## src/sas_pkg.sv

```systemverilog
// Shared types and constants for the sprite animation sequencer.
// No dependencies; imported by sas_slot_update and the sequencer unit.
package sas_pkg;

    // Slot table size and derived widths
    localparam int NUM_SLOTS  = 32;
    localparam int IDX_W      = (NUM_SLOTS > 1) ? $clog2(NUM_SLOTS) : 1;
    localparam int SLOT_W     = 5;
    localparam int REPORT_N   = (NUM_SLOTS < 32) ? NUM_SLOTS : 32;

    typedef logic [IDX_W-1:0]  t_idx;
    typedef logic [SLOT_W-1:0] t_slot;

    localparam t_idx          TOP_IDX     = IDX_W'(NUM_SLOTS - 1);
    localparam logic [IDX_W:0] REPORT_LIM = (IDX_W + 1)'(REPORT_N);
    localparam logic [6:0]    NUM_SLOTS_L = 7'(NUM_SLOTS);

    // Command codes
    typedef enum logic [1:0] {
        CMD_LOAD    = 2'd0,
        CMD_RELEASE = 2'd1,
        CMD_TICK    = 2'd2,
        CMD_QUERY   = 2'd3
    } t_cmd;

    // One slot entry as held in the slot RAM
    typedef struct packed {
        logic [15:0] base;
        logic [7:0]  frames;
        logic [7:0]  delay;
        logic        rpt;
        logic [7:0]  counter;
        logic [7:0]  timer;
        logic [15:0] tile;
    } t_slot_rec;

    localparam int REC_W = $bits(t_slot_rec);

endpackage

```

## src/sas_ram.sv

```systemverilog
// Generic single-write, single-read synchronous RAM with registered read data.
// Standalone; no package dependency.
module sas_ram #(
    parameter int W = 8,
    parameter int D = 32
) (
    input  logic                              i_clk,
    input  logic                              i_we,
    input  logic [((D > 1) ? $clog2(D) : 1)-1:0] i_waddr,
    input  logic [W-1:0]                      i_wdata,
    input  logic                              i_re,
    input  logic [((D > 1) ? $clog2(D) : 1)-1:0] i_raddr,
    output logic [W-1:0]                      o_rdata
);

    logic [W-1:0] r_mem [D];
    logic [W-1:0] r_rdata;

    // Write port
    always_ff @(posedge i_clk) begin
        if (i_we) begin
            r_mem[i_waddr] <= i_wdata;
        end
    end

    // Read port, data held until the next read
    always_ff @(posedge i_clk) begin
        if (i_re) begin
            r_rdata <= r_mem[i_raddr];
        end
    end

    assign o_rdata = r_rdata;

endmodule

```

## src/sas_slot_update.sv

```systemverilog
// Per-slot animation step applied to one entry read from the slot RAM.
// Depends on sas_pkg for the slot entry type.
module sas_slot_update (
    input  sas_pkg::t_slot_rec i_rec,
    input  logic               i_active,
    output sas_pkg::t_slot_rec o_rec
);
    import sas_pkg::*;

    logic [7:0] w_cnt_dec;

    assign w_cnt_dec = i_rec.counter - 8'd1;

    // Advance timer, then counter, then tile
    always_comb begin
        o_rec = i_rec;
        if (i_active && (i_rec.counter != 8'd0)) begin
            if (i_rec.timer != 8'd0) begin
                o_rec.timer = i_rec.timer - 8'd1;
            end else if (w_cnt_dec == 8'd0) begin
                if (i_rec.rpt) begin
                    o_rec.counter = i_rec.frames;
                    o_rec.timer   = i_rec.delay;
                    o_rec.tile    = i_rec.base;
                end else begin
                    o_rec.counter = 8'd0;
                end
            end else begin
                o_rec.counter = w_cnt_dec;
                o_rec.timer   = i_rec.delay;
                o_rec.tile    = i_rec.tile + 16'd1;
            end
        end
    end

endmodule

```

## src/sprite_animation_sequencer_unit.sv

```systemverilog
// Sprite animation sequencer: load and release complete on acceptance; a query
// reads the slot RAM and its result word is registered once the output register
// is free, when the input reopens; a tick walks the slots from the top index down,
// one slot per cycle unless stalled (read, update, write back in the slot RAM).
// A result word waits in the output register; a stalled output holds the walk.
// Reset (synchronous, active low) clears the control state and all active
// marks; the slot RAM is not cleared and reads undefined until loaded.
module sprite_animation_sequencer_unit (
    input  logic           i_clk,
    input  logic           i_rst_n,
    input  logic           i_in_valid,
    output logic           o_in_ready,
    input  sas_pkg::t_cmd  i_cmd,
    input  sas_pkg::t_slot i_slot,
    input  logic [15:0]    i_base_tile,
    input  logic [7:0]     i_frame_count,
    input  logic [7:0]     i_frame_delay,
    input  logic           i_repeat_req,
    output logic           o_out_valid,
    input  logic           i_out_ready,
    output sas_pkg::t_slot o_out_slot,
    output logic           o_active,
    output logic [15:0]    o_tile,
    output logic           o_ended,
    output logic           o_last
);
    import sas_pkg::*;

    typedef enum logic [2:0] {
        S_IDLE = 3'b001,
        S_QRY  = 3'b010,
        S_RUN  = 3'b100
    } t_state;

    t_state      r_state, n_state;
    t_idx        r_idx, n_idx;
    t_slot       r_qslot, n_qslot;
    logic        r_qok, n_qok;
    logic        r_active [NUM_SLOTS];

    logic        r_out_valid;
    t_slot       r_out_slot;
    logic        r_out_active;
    logic [15:0] r_out_tile;
    logic        r_out_ended;
    logic        r_out_last;

    logic        w_acc, w_slot_ok, w_out_free, w_need_emit;
    t_idx        w_slot_idx;
    logic        w_we, w_re;
    t_idx        w_waddr, w_raddr;
    t_slot_rec   w_wdata, w_rdata, w_upd, w_load_rec;
    logic        w_cur_active;

    logic        w_emit, w_emit_act, w_emit_end, w_emit_last;
    t_slot       w_emit_slot;
    logic [15:0] w_emit_tile;

    assign o_in_ready  = (r_state == S_IDLE);
    assign w_acc       = i_in_valid && o_in_ready;
    assign w_slot_ok   = ({2'b00, i_slot} < NUM_SLOTS_L);
    assign w_slot_idx  = IDX_W'(i_slot);
    assign w_out_free  = !r_out_valid || i_out_ready;
    assign w_need_emit = ({1'b0, r_idx} < REPORT_LIM);
    assign w_cur_active = r_active[r_idx];

    assign w_load_rec = '{base: i_base_tile, frames: i_frame_count, delay: i_frame_delay,
                          rpt: i_repeat_req, counter: i_frame_count,
                          timer: i_frame_delay, tile: i_base_tile};

    sas_ram #(
        .W (REC_W),
        .D (NUM_SLOTS)
    ) u_slot_ram (
        .i_clk   (i_clk),
        .i_we    (w_we),
        .i_waddr (w_waddr),
        .i_wdata (w_wdata),
        .i_re    (w_re),
        .i_raddr (w_raddr),
        .o_rdata (w_rdata)
    );

    sas_slot_update u_update (
        .i_rec    (w_rdata),
        .i_active (w_cur_active),
        .o_rec    (w_upd)
    );

    // Sequence commands and the tick walk
    always_comb begin
        n_state     = r_state;
        n_idx       = r_idx;
        n_qslot     = r_qslot;
        n_qok       = r_qok;
        w_we        = 1'b0;
        w_waddr     = r_idx;
        w_wdata     = w_upd;
        w_re        = 1'b0;
        w_raddr     = r_idx;
        w_emit      = 1'b0;
        w_emit_slot = SLOT_W'(r_idx);
        w_emit_act  = w_cur_active;
        w_emit_tile = w_upd.tile;
        w_emit_end  = (w_upd.counter == 8'd0);
        w_emit_last = (r_idx == '0);
        unique case (r_state)
            S_IDLE: begin
                if (w_acc) begin
                    unique case (i_cmd)
                        CMD_LOAD: begin
                            w_we    = w_slot_ok;
                            w_waddr = w_slot_idx;
                            w_wdata = w_load_rec;
                        end
                        CMD_RELEASE: begin
                        end
                        CMD_TICK: begin
                            w_re    = 1'b1;
                            w_raddr = TOP_IDX;
                            n_idx   = TOP_IDX;
                            n_state = S_RUN;
                        end
                        CMD_QUERY: begin
                            w_re    = w_slot_ok;
                            w_raddr = w_slot_idx;
                            n_idx   = w_slot_idx;
                            n_qslot = i_slot;
                            n_qok   = w_slot_ok;
                            n_state = S_QRY;
                        end
                        default: begin
                        end
                    endcase
                end
            end
            S_QRY: begin
                w_emit_slot = r_qslot;
                w_emit_act  = r_qok && w_cur_active;
                w_emit_tile = r_qok ? w_rdata.tile : 16'd0;
                w_emit_end  = r_qok && (w_rdata.counter == 8'd0);
                w_emit_last = 1'b1;
                if (w_out_free) begin
                    w_emit  = 1'b1;
                    n_state = S_IDLE;
                end
            end
            S_RUN: begin
                // Advance only when the result word can be placed
                if (!w_need_emit || w_out_free) begin
                    w_we   = 1'b1;
                    w_emit = w_need_emit;
                    if (r_idx == '0) begin
                        n_state = S_IDLE;
                    end else begin
                        w_re    = 1'b1;
                        w_raddr = r_idx - 1'b1;
                        n_idx   = r_idx - 1'b1;
                    end
                end
            end
            default: begin
                n_state = S_IDLE;
            end
        endcase
    end

    // Control registers
    always_ff @(posedge i_clk) begin
        if (!i_rst_n) begin
            r_state <= S_IDLE;
            r_idx   <= '0;
            r_qok   <= 1'b0;
        end else begin
            r_state <= n_state;
            r_idx   <= n_idx;
            r_qok   <= n_qok;
        end
    end

    always_ff @(posedge i_clk) begin
        r_qslot <= n_qslot;
    end

    // Active marks: set on load, drop on release
    always_ff @(posedge i_clk) begin
        if (!i_rst_n) begin
            for (int i = 0; i < NUM_SLOTS; i++) begin
                r_active[i] <= 1'b0;
            end
        end else if (w_acc && w_slot_ok) begin
            if (i_cmd == CMD_LOAD) begin
                r_active[w_slot_idx] <= 1'b1;
            end else if (i_cmd == CMD_RELEASE) begin
                r_active[w_slot_idx] <= 1'b0;
            end
        end
    end

    // Output register: hold the word until taken
    always_ff @(posedge i_clk) begin
        if (!i_rst_n) begin
            r_out_valid <= 1'b0;
        end else if (w_emit) begin
            r_out_valid <= 1'b1;
        end else if (i_out_ready) begin
            r_out_valid <= 1'b0;
        end
    end

    always_ff @(posedge i_clk) begin
        if (w_emit) begin
            r_out_slot   <= w_emit_slot;
            r_out_active <= w_emit_act;
            r_out_tile   <= w_emit_tile;
            r_out_ended  <= w_emit_end;
            r_out_last   <= w_emit_last;
        end
    end

    assign o_out_valid = r_out_valid;
    assign o_out_slot  = r_out_slot;
    assign o_active    = r_out_active;
    assign o_tile      = r_out_tile;
    assign o_ended     = r_out_ended;
    assign o_last      = r_out_last;

`ifndef SYNTHESIS
    // A stalled walk must not overwrite the read data it still needs
    a_stall_no_read: assert property (@(posedge i_clk) disable iff (!i_rst_n)
        (r_state == S_RUN && w_need_emit && !w_out_free) |-> (!w_re && !w_we))
        else $error("slot RAM accessed while tick walk is stalled");

    // Read and write never hit the same entry in one cycle
    a_no_rw_collide: assert property (@(posedge i_clk) disable iff (!i_rst_n)
        (w_we && w_re) |-> (w_waddr != w_raddr))
        else $error("slot RAM read and write collide");

    // The final word of a command returns the sequencer to idle
    a_last_to_idle: assert property (@(posedge i_clk) disable iff (!i_rst_n)
        (w_emit && w_emit_last) |=> (r_state == S_IDLE))
        else $error("last word emitted without returning to idle");
`endif

endmodule
```

## config.mk

```make
export PLATFORM = sky130hd
export DESIGN_NAME = sprite_animation_sequencer_unit
export DESIGN_NICKNAME = d
export VERILOG_FILES = /design/src/sas_pkg.sv /design/src/sas_ram.sv /design/src/sas_slot_update.sv /design/src/sprite_animation_sequencer_unit.sv
export SDC_FILE = /design/constraint.sdc
export NUM_CORES = 2
export LEC_CHECK = 0
export BUFFER_PORTS_ARGS = -buffer_cell sky130_fd_sc_hd__buf_2
export CORE_MARGIN = 4
export CORE_UTILIZATION = 40
export CTS_BUF_LIST = sky130_fd_sc_hd__clkbuf_8
export CTS_CLUSTER_SIZE = 25
export DETAILED_ROUTE_END_ITERATION = 10
export RECOVER_POWER = 100
export REMOVE_ABC_BUFFERS = 1
export SYNTH_ARGS = -nofsm -noshare
export SYNTH_HDL_FRONTEND = slang
export SYNTH_SLANG_ARGS = --single-unit
```

## constraint.sdc

```tcl
create_clock -name i_clk -period 9.4 [get_ports i_clk]
set_input_delay 1.88 -clock i_clk [delete_from_list [all_inputs] [get_ports i_clk]]
set_output_delay 1.88 -clock i_clk [all_outputs]
set_load 0.02 [all_outputs]
```

Word level (Yosys, flattened, before mapping):

Memories as Yosys holds them, arrays and structs flattened. A register that Yosys moved wholly into a read port is not among the register bits.
Cells that the tools add are included.

* register bits: 39
* memory bits (writable): 2112
* input bits: 44
* output and inout port bits: 26
* memories kept: 2

* add/subtract/negate cells: 4
* equal/unequal tests: 11
* muxes and demuxes: 56
* bitwise operators: 1
* reduce and logical (&&, ||, !) cells: 19

Memories
* u_slot_ram.r_mem: words 32, width 65, read ports 1, clocked after Yosys merged registers in 1, wr ports 1, RTL line sas_ram.sv:16 `logic [W-1:0] r_mem [D];`
* r_active: words 32, width 1, read ports 1, clocked after Yosys merged registers in 1, wr ports 32, RTL line sprite_animation_sequencer_unit.sv:39 `logic r_active [NUM_SLOTS];`

Operator list (number)
* $mux W65: 3
* $mux W32: 2
* $mux W16: 3
* $mux W5: 9
* $mux W1: 25
* $logic_not A8 Y1: 3
* $mux W24: 1
* $mux W8: 3
* $pmux W5 S2: 2
* $add A16 B1 Y16 const B: 1
* $reduce_bool A8 Y1: 2
* $sub A8 B1 Y8 const B: 2
* $mux W3: 4
* $pmux W3 S3: 1
* $ne A2 B2 Y1 const B: 3
* $pmux W3 S2: 1
* $logic_not A5 Y1: 1
* $reduce_and A5 Y1: 1
* $sub A5 B1 Y5 const B: 1
* $eq A2 B2 Y1 const B: 2
* $logic_and A1 B1 Y1: 4
* $pmux W1 S2: 2
* $reduce_or A2 Y1: 2
* $eq A3 B1 Y1 const B: 1
* 12 further kinds: 12

Logic depth before layout (Yosys ltp):

* word-level depth: 9
* mapped depth: 15
* depth with buffers taken out: 10

Hierarchy:

A second synthesis with hierarchy kept.

* cells, all modules: 3991
* area, all modules: 86898.3 sq um

Modules (own cells, without submodules)
* sas_ram: instances 1, cells an instance 3147, area an instance 80838.8 sq um, sequential area each 64411.8 sq um
* sprite_animation_sequencer_unit: instances 1, cells an instance 564, area an instance 4285.4 sq um, sequential area each 1711.6 sq um
* sas_slot_update: instances 1, cells an instance 280, area an instance 1774.2 sq um, sequential area each 0.0 sq um

Worst setup path before layout:

Ideal clock, no wire load.

* path kind: input to register
* from: in i_cmd[1]
* to: mem u_slot_ram.r_mem[13][0] (netlist bit) (enable)
* arrival: 5982 ps
* required time: 8911 ps
* path slack: 2930 ps
* stages: 4
* path buffers: 1
* cells stage by stage: or4b_2 clkbuf_1 o32a_1 nor2_1

* cells in the longest elaborated chain, start to end: 6
* elaborated cells on any way between the ends: 9
* those cells by class: mux: 8; reduce/logical: 1

Ends and longest elaborated chain
* from (decl): RTL line sprite_animation_sequencer_unit.sv:13 `input sas_pkg::t_cmd i_cmd,`
* $logic_not A2 Y1 (*): RTL line sprite_animation_sequencer_unit.sv:110 `unique case (i_cmd)`
* $mux W1: RTL line sprite_animation_sequencer_unit.sv:110
* $mux W1
* $pmux W1 S2: RTL line sprite_animation_sequencer_unit.sv:107 `unique case (r_state)`
* $mux W1: RTL line sas_ram.sv:21 `if (i_we) begin`
* $mux W1 (implied by the code): RTL line sas_ram.sv:22 `r_mem[i_waddr] <= i_wdata;`
* to (decl): RTL line sas_ram.sv:16

Mark *: on every way between the ends. The rest lies on a longest branch, timed or not.

==> run metrics <==
status=complete, but fails checks; violations in the final reports=capacitance limit, slew limit; die height=between 400 and 500 um; Leak=about 0.032 uW; layout cells sized above 1=under 10%; Max Slew Vio Count=838; RSZ-0062 raised after global routing=false; most common cell after layout, fill and taps aside=edfxtp_1; Reg2Reg Setup Slack=between 2 and 2.5 ns; final-layout fill cell count=19,270; Tightest Pin Transition=around 4.6 ns; Avg Inst Size Synth=around 14 um^2; Reg area=66,120 um^2; first-pass GRT wire length=between 300 and 400 mm; initial antenna violation count=9; fin crit period=around 7.2 ns; Netlist Area Pre-Place=88,020 um^2; vias post-DR=57,180; Pwr Total=21,380 uW; Final setup viols=0; worst relative slew slack=-206.7%; Initial Util=around two fifths; area delta synth->final=10.77%; Peak VDD IR=roughly 0.12 mV; Detail Route Antenna Nets=0; post-CTS sizing=0; Post-Route WL=262.9 mm; maximum number of pins on one net before global-route repair=between 150 and 200; ys async rst share=0%; vias per cell=just under 6; most frequent cells in the layout=edfxtp_1 (2,174), nand2_1 (1,279), a21oi_1 (970); Yosys reg bits=2,216; # nets final=6,554; # H-tree levels=5; Yosys cell types=82; Die Wd=about 480 um; die area=227,600 um^2; CTS tree=done; Remaining DRCs=0; Wirelength per Cell=roughly 27 um; GP Congestion=between 0.8 and 0.9; Yosys warnings=0; setup repair bufs after CTS=0; clock latency on the worst-skew pair=approximately 1.1 ns; WS Path Type=reg2reg; DRT Pass-1 Iters=6; PD cells=around 220 nW/um^2; Worst setup SP type=flip-flop; Worst Path Arrival=between 7 and 8 ns; Setup TNS=0 ns; Max Freq=between 0.1 and 0.15 GHz; Post-synth EDFFs=approximately 2,200; hold buffers post-CTS=0; fin crit share=between 70% and 80%; CORE AREA=218,000 um^2; Rows=roughly 170; vias in the first global route=about 54,000; CP Capture Type=flip-flop; GR Overflow Total=0; Total GRT Usage=~22%; prevailing post-synth register cell=edfxtp_1; Clock Skew=0.1211 ns; CTS buffer count=376; DP HPWL=between 100 and 150 mm; clk root buf=clkbuf_8; placed instance count=~9,000; DRT iter0 DRCs=just under 8,000; synthesized instance count=~6,400; Min Hold Slack=0.4579 ns; Final Hold Viols=0; Worst Hold Class=reg2reg; Max FO, Critical Path=32; post-route insts no fill=a little under 10,000; # port buffers=69; clock transition at the registers of the reported paths=0.06 ns; MaxCap Viol Count=26; Seq/Total Area, Yosys=75.12%; CP required=9.72 ns; CTS Sinks=about 2,200; IO Count=70; footprint of the multi-input gates=between 15,000 and 20,000 um^2; Max clock buf depth=4
-- synth_stat cells, types with 10 or more instances --
cell,count,area [um^2]
edfxtp_1,2174,65280
nand2_1,1281,4808
a21oi_1,970,4855
a22oi_1,469,3521
buf_2,240,1201
o22ai_1,223,1395
nand3_1,149,745.7
clkbuf_1,138,518.0
o21ai_0,79,395.4
nor2_1,74,277.8
mux2i_1,52,520.5
nor4_2,44,550.5
dfxtp_1,42,840.8
buf_4,39,292.8
buf_1,34,127.6
nor3_1,32,160.2
a31oi_1,28,175.2
o31ai_1,21,157.7
and3_1,20,125.1
inv_1,20,75.07
a32oi_1,18,157.7
nand2b_1,16,100.1
a211oi_1,15,112.6
nand4_1,15,93.84
nor4_1,15,93.84
o211ai_1,15,112.6
nor2b_1,11,68.82
buf_6,10,112.6
-- cells by family (layout without fill, tap and decap cells) --
logic type | Yosys count | count (layout) | synth area share [%]
flops | 2216 | 2216 | 75.12
compound gates | 1899 | 1899 | 12.98
simple gates | 1710 | 1710 | 8.485
buf+inv | 482 | 851 | 2.650
mux | 55 | 55 | 0.6297
fa+ha+maj | 7 | 7 | 0.09950
xor+xnor | 3 | 3 | 0.02986
other cells | 0 | 9 | 0
-- stage by stage --
| stage | cell area (um^2) | worst slack [ns] | utilization (%) |
|---|---|---|---|
| finish | 97500 | 2.176 | 44.72 |
| global route | 97490 | 2.035 | 44.71 |
| CTS | 97850 | 4.188 | 44.88 |
| detailed placement | 91540 | 3.236 | 41.99 |
| global placement | 91540 | 3.325 | 41.99 |
| floorplan | 85770 | -32.23 | - |
-- sequential cells by signal, indices dropped and copies added (netlist names) --
register and cells:
u_slot_ram.r_mem 2080, u_slot_ram.o_rdata 65, r_active 32, o_tile 16
o_out_slot 5, r_idx 5, r_qslot 5, r_state 3
o_active 1, o_ended 1, o_last 1, o_out_valid 1
r_qok 1
-- report_power, final --
| part | switching (uW) | leakage (uW) | internal [uW] |
|---|---|---|---|
| Clock | 3730 | 0.00367 | 3830 |
| Sequential | 84.9 | 0.0199 | 11200 |
| Combinational | 1830 | 0.00801 | 660 |
| Total | 5650 | 0.0316 | 15700 |
-- routing by layer --
metal	vias to the layer above	share of wire (%)	GRT usage (%)
met1	28850	42	32.28
met5	-	0	0
li1	24680	-	-
met4	0	3.0	7.103
met3	507	9.9	4.193
met2	3149	45	33.90
-- critical path, stage by stage (launching register included) --
cell and delay (ns):
dfxtp_1 0.67, nor2b_1 0.37, a22oi_1 0.15, and3_1 0.19, a21oi_1 0.76, a21boi_0 0.20
clkbuf_1 0.47, nand2_1 0.99, o22ai_1 0.19, o21ai_0 2.52
-- final cells by class --
cell class              count  share of cell area, %
repair buffers            214                  1.527
inverters                  21                0.08213
clock buffers             381                  5.378
well taps                2854                  3.662
clock inverters           235                  1.092
diodes                      9                0.02310
multi-input cells        3674                  20.42
flip-flops and latches   2216                  67.82
-- final timing paths --
path / cells after the start / to / start
max: 9 / u_slot_ram.r_mem[17][3] / r_idx[4]
min: 2 / r_active[13] / r_active[13]
max reg2reg: 9 / u_slot_ram.r_mem[17][3] / r_idx[4]
min reg2reg: 2 / r_active[13] / r_active[13]
Note: power is estimated with default switching activity, not from simulation.
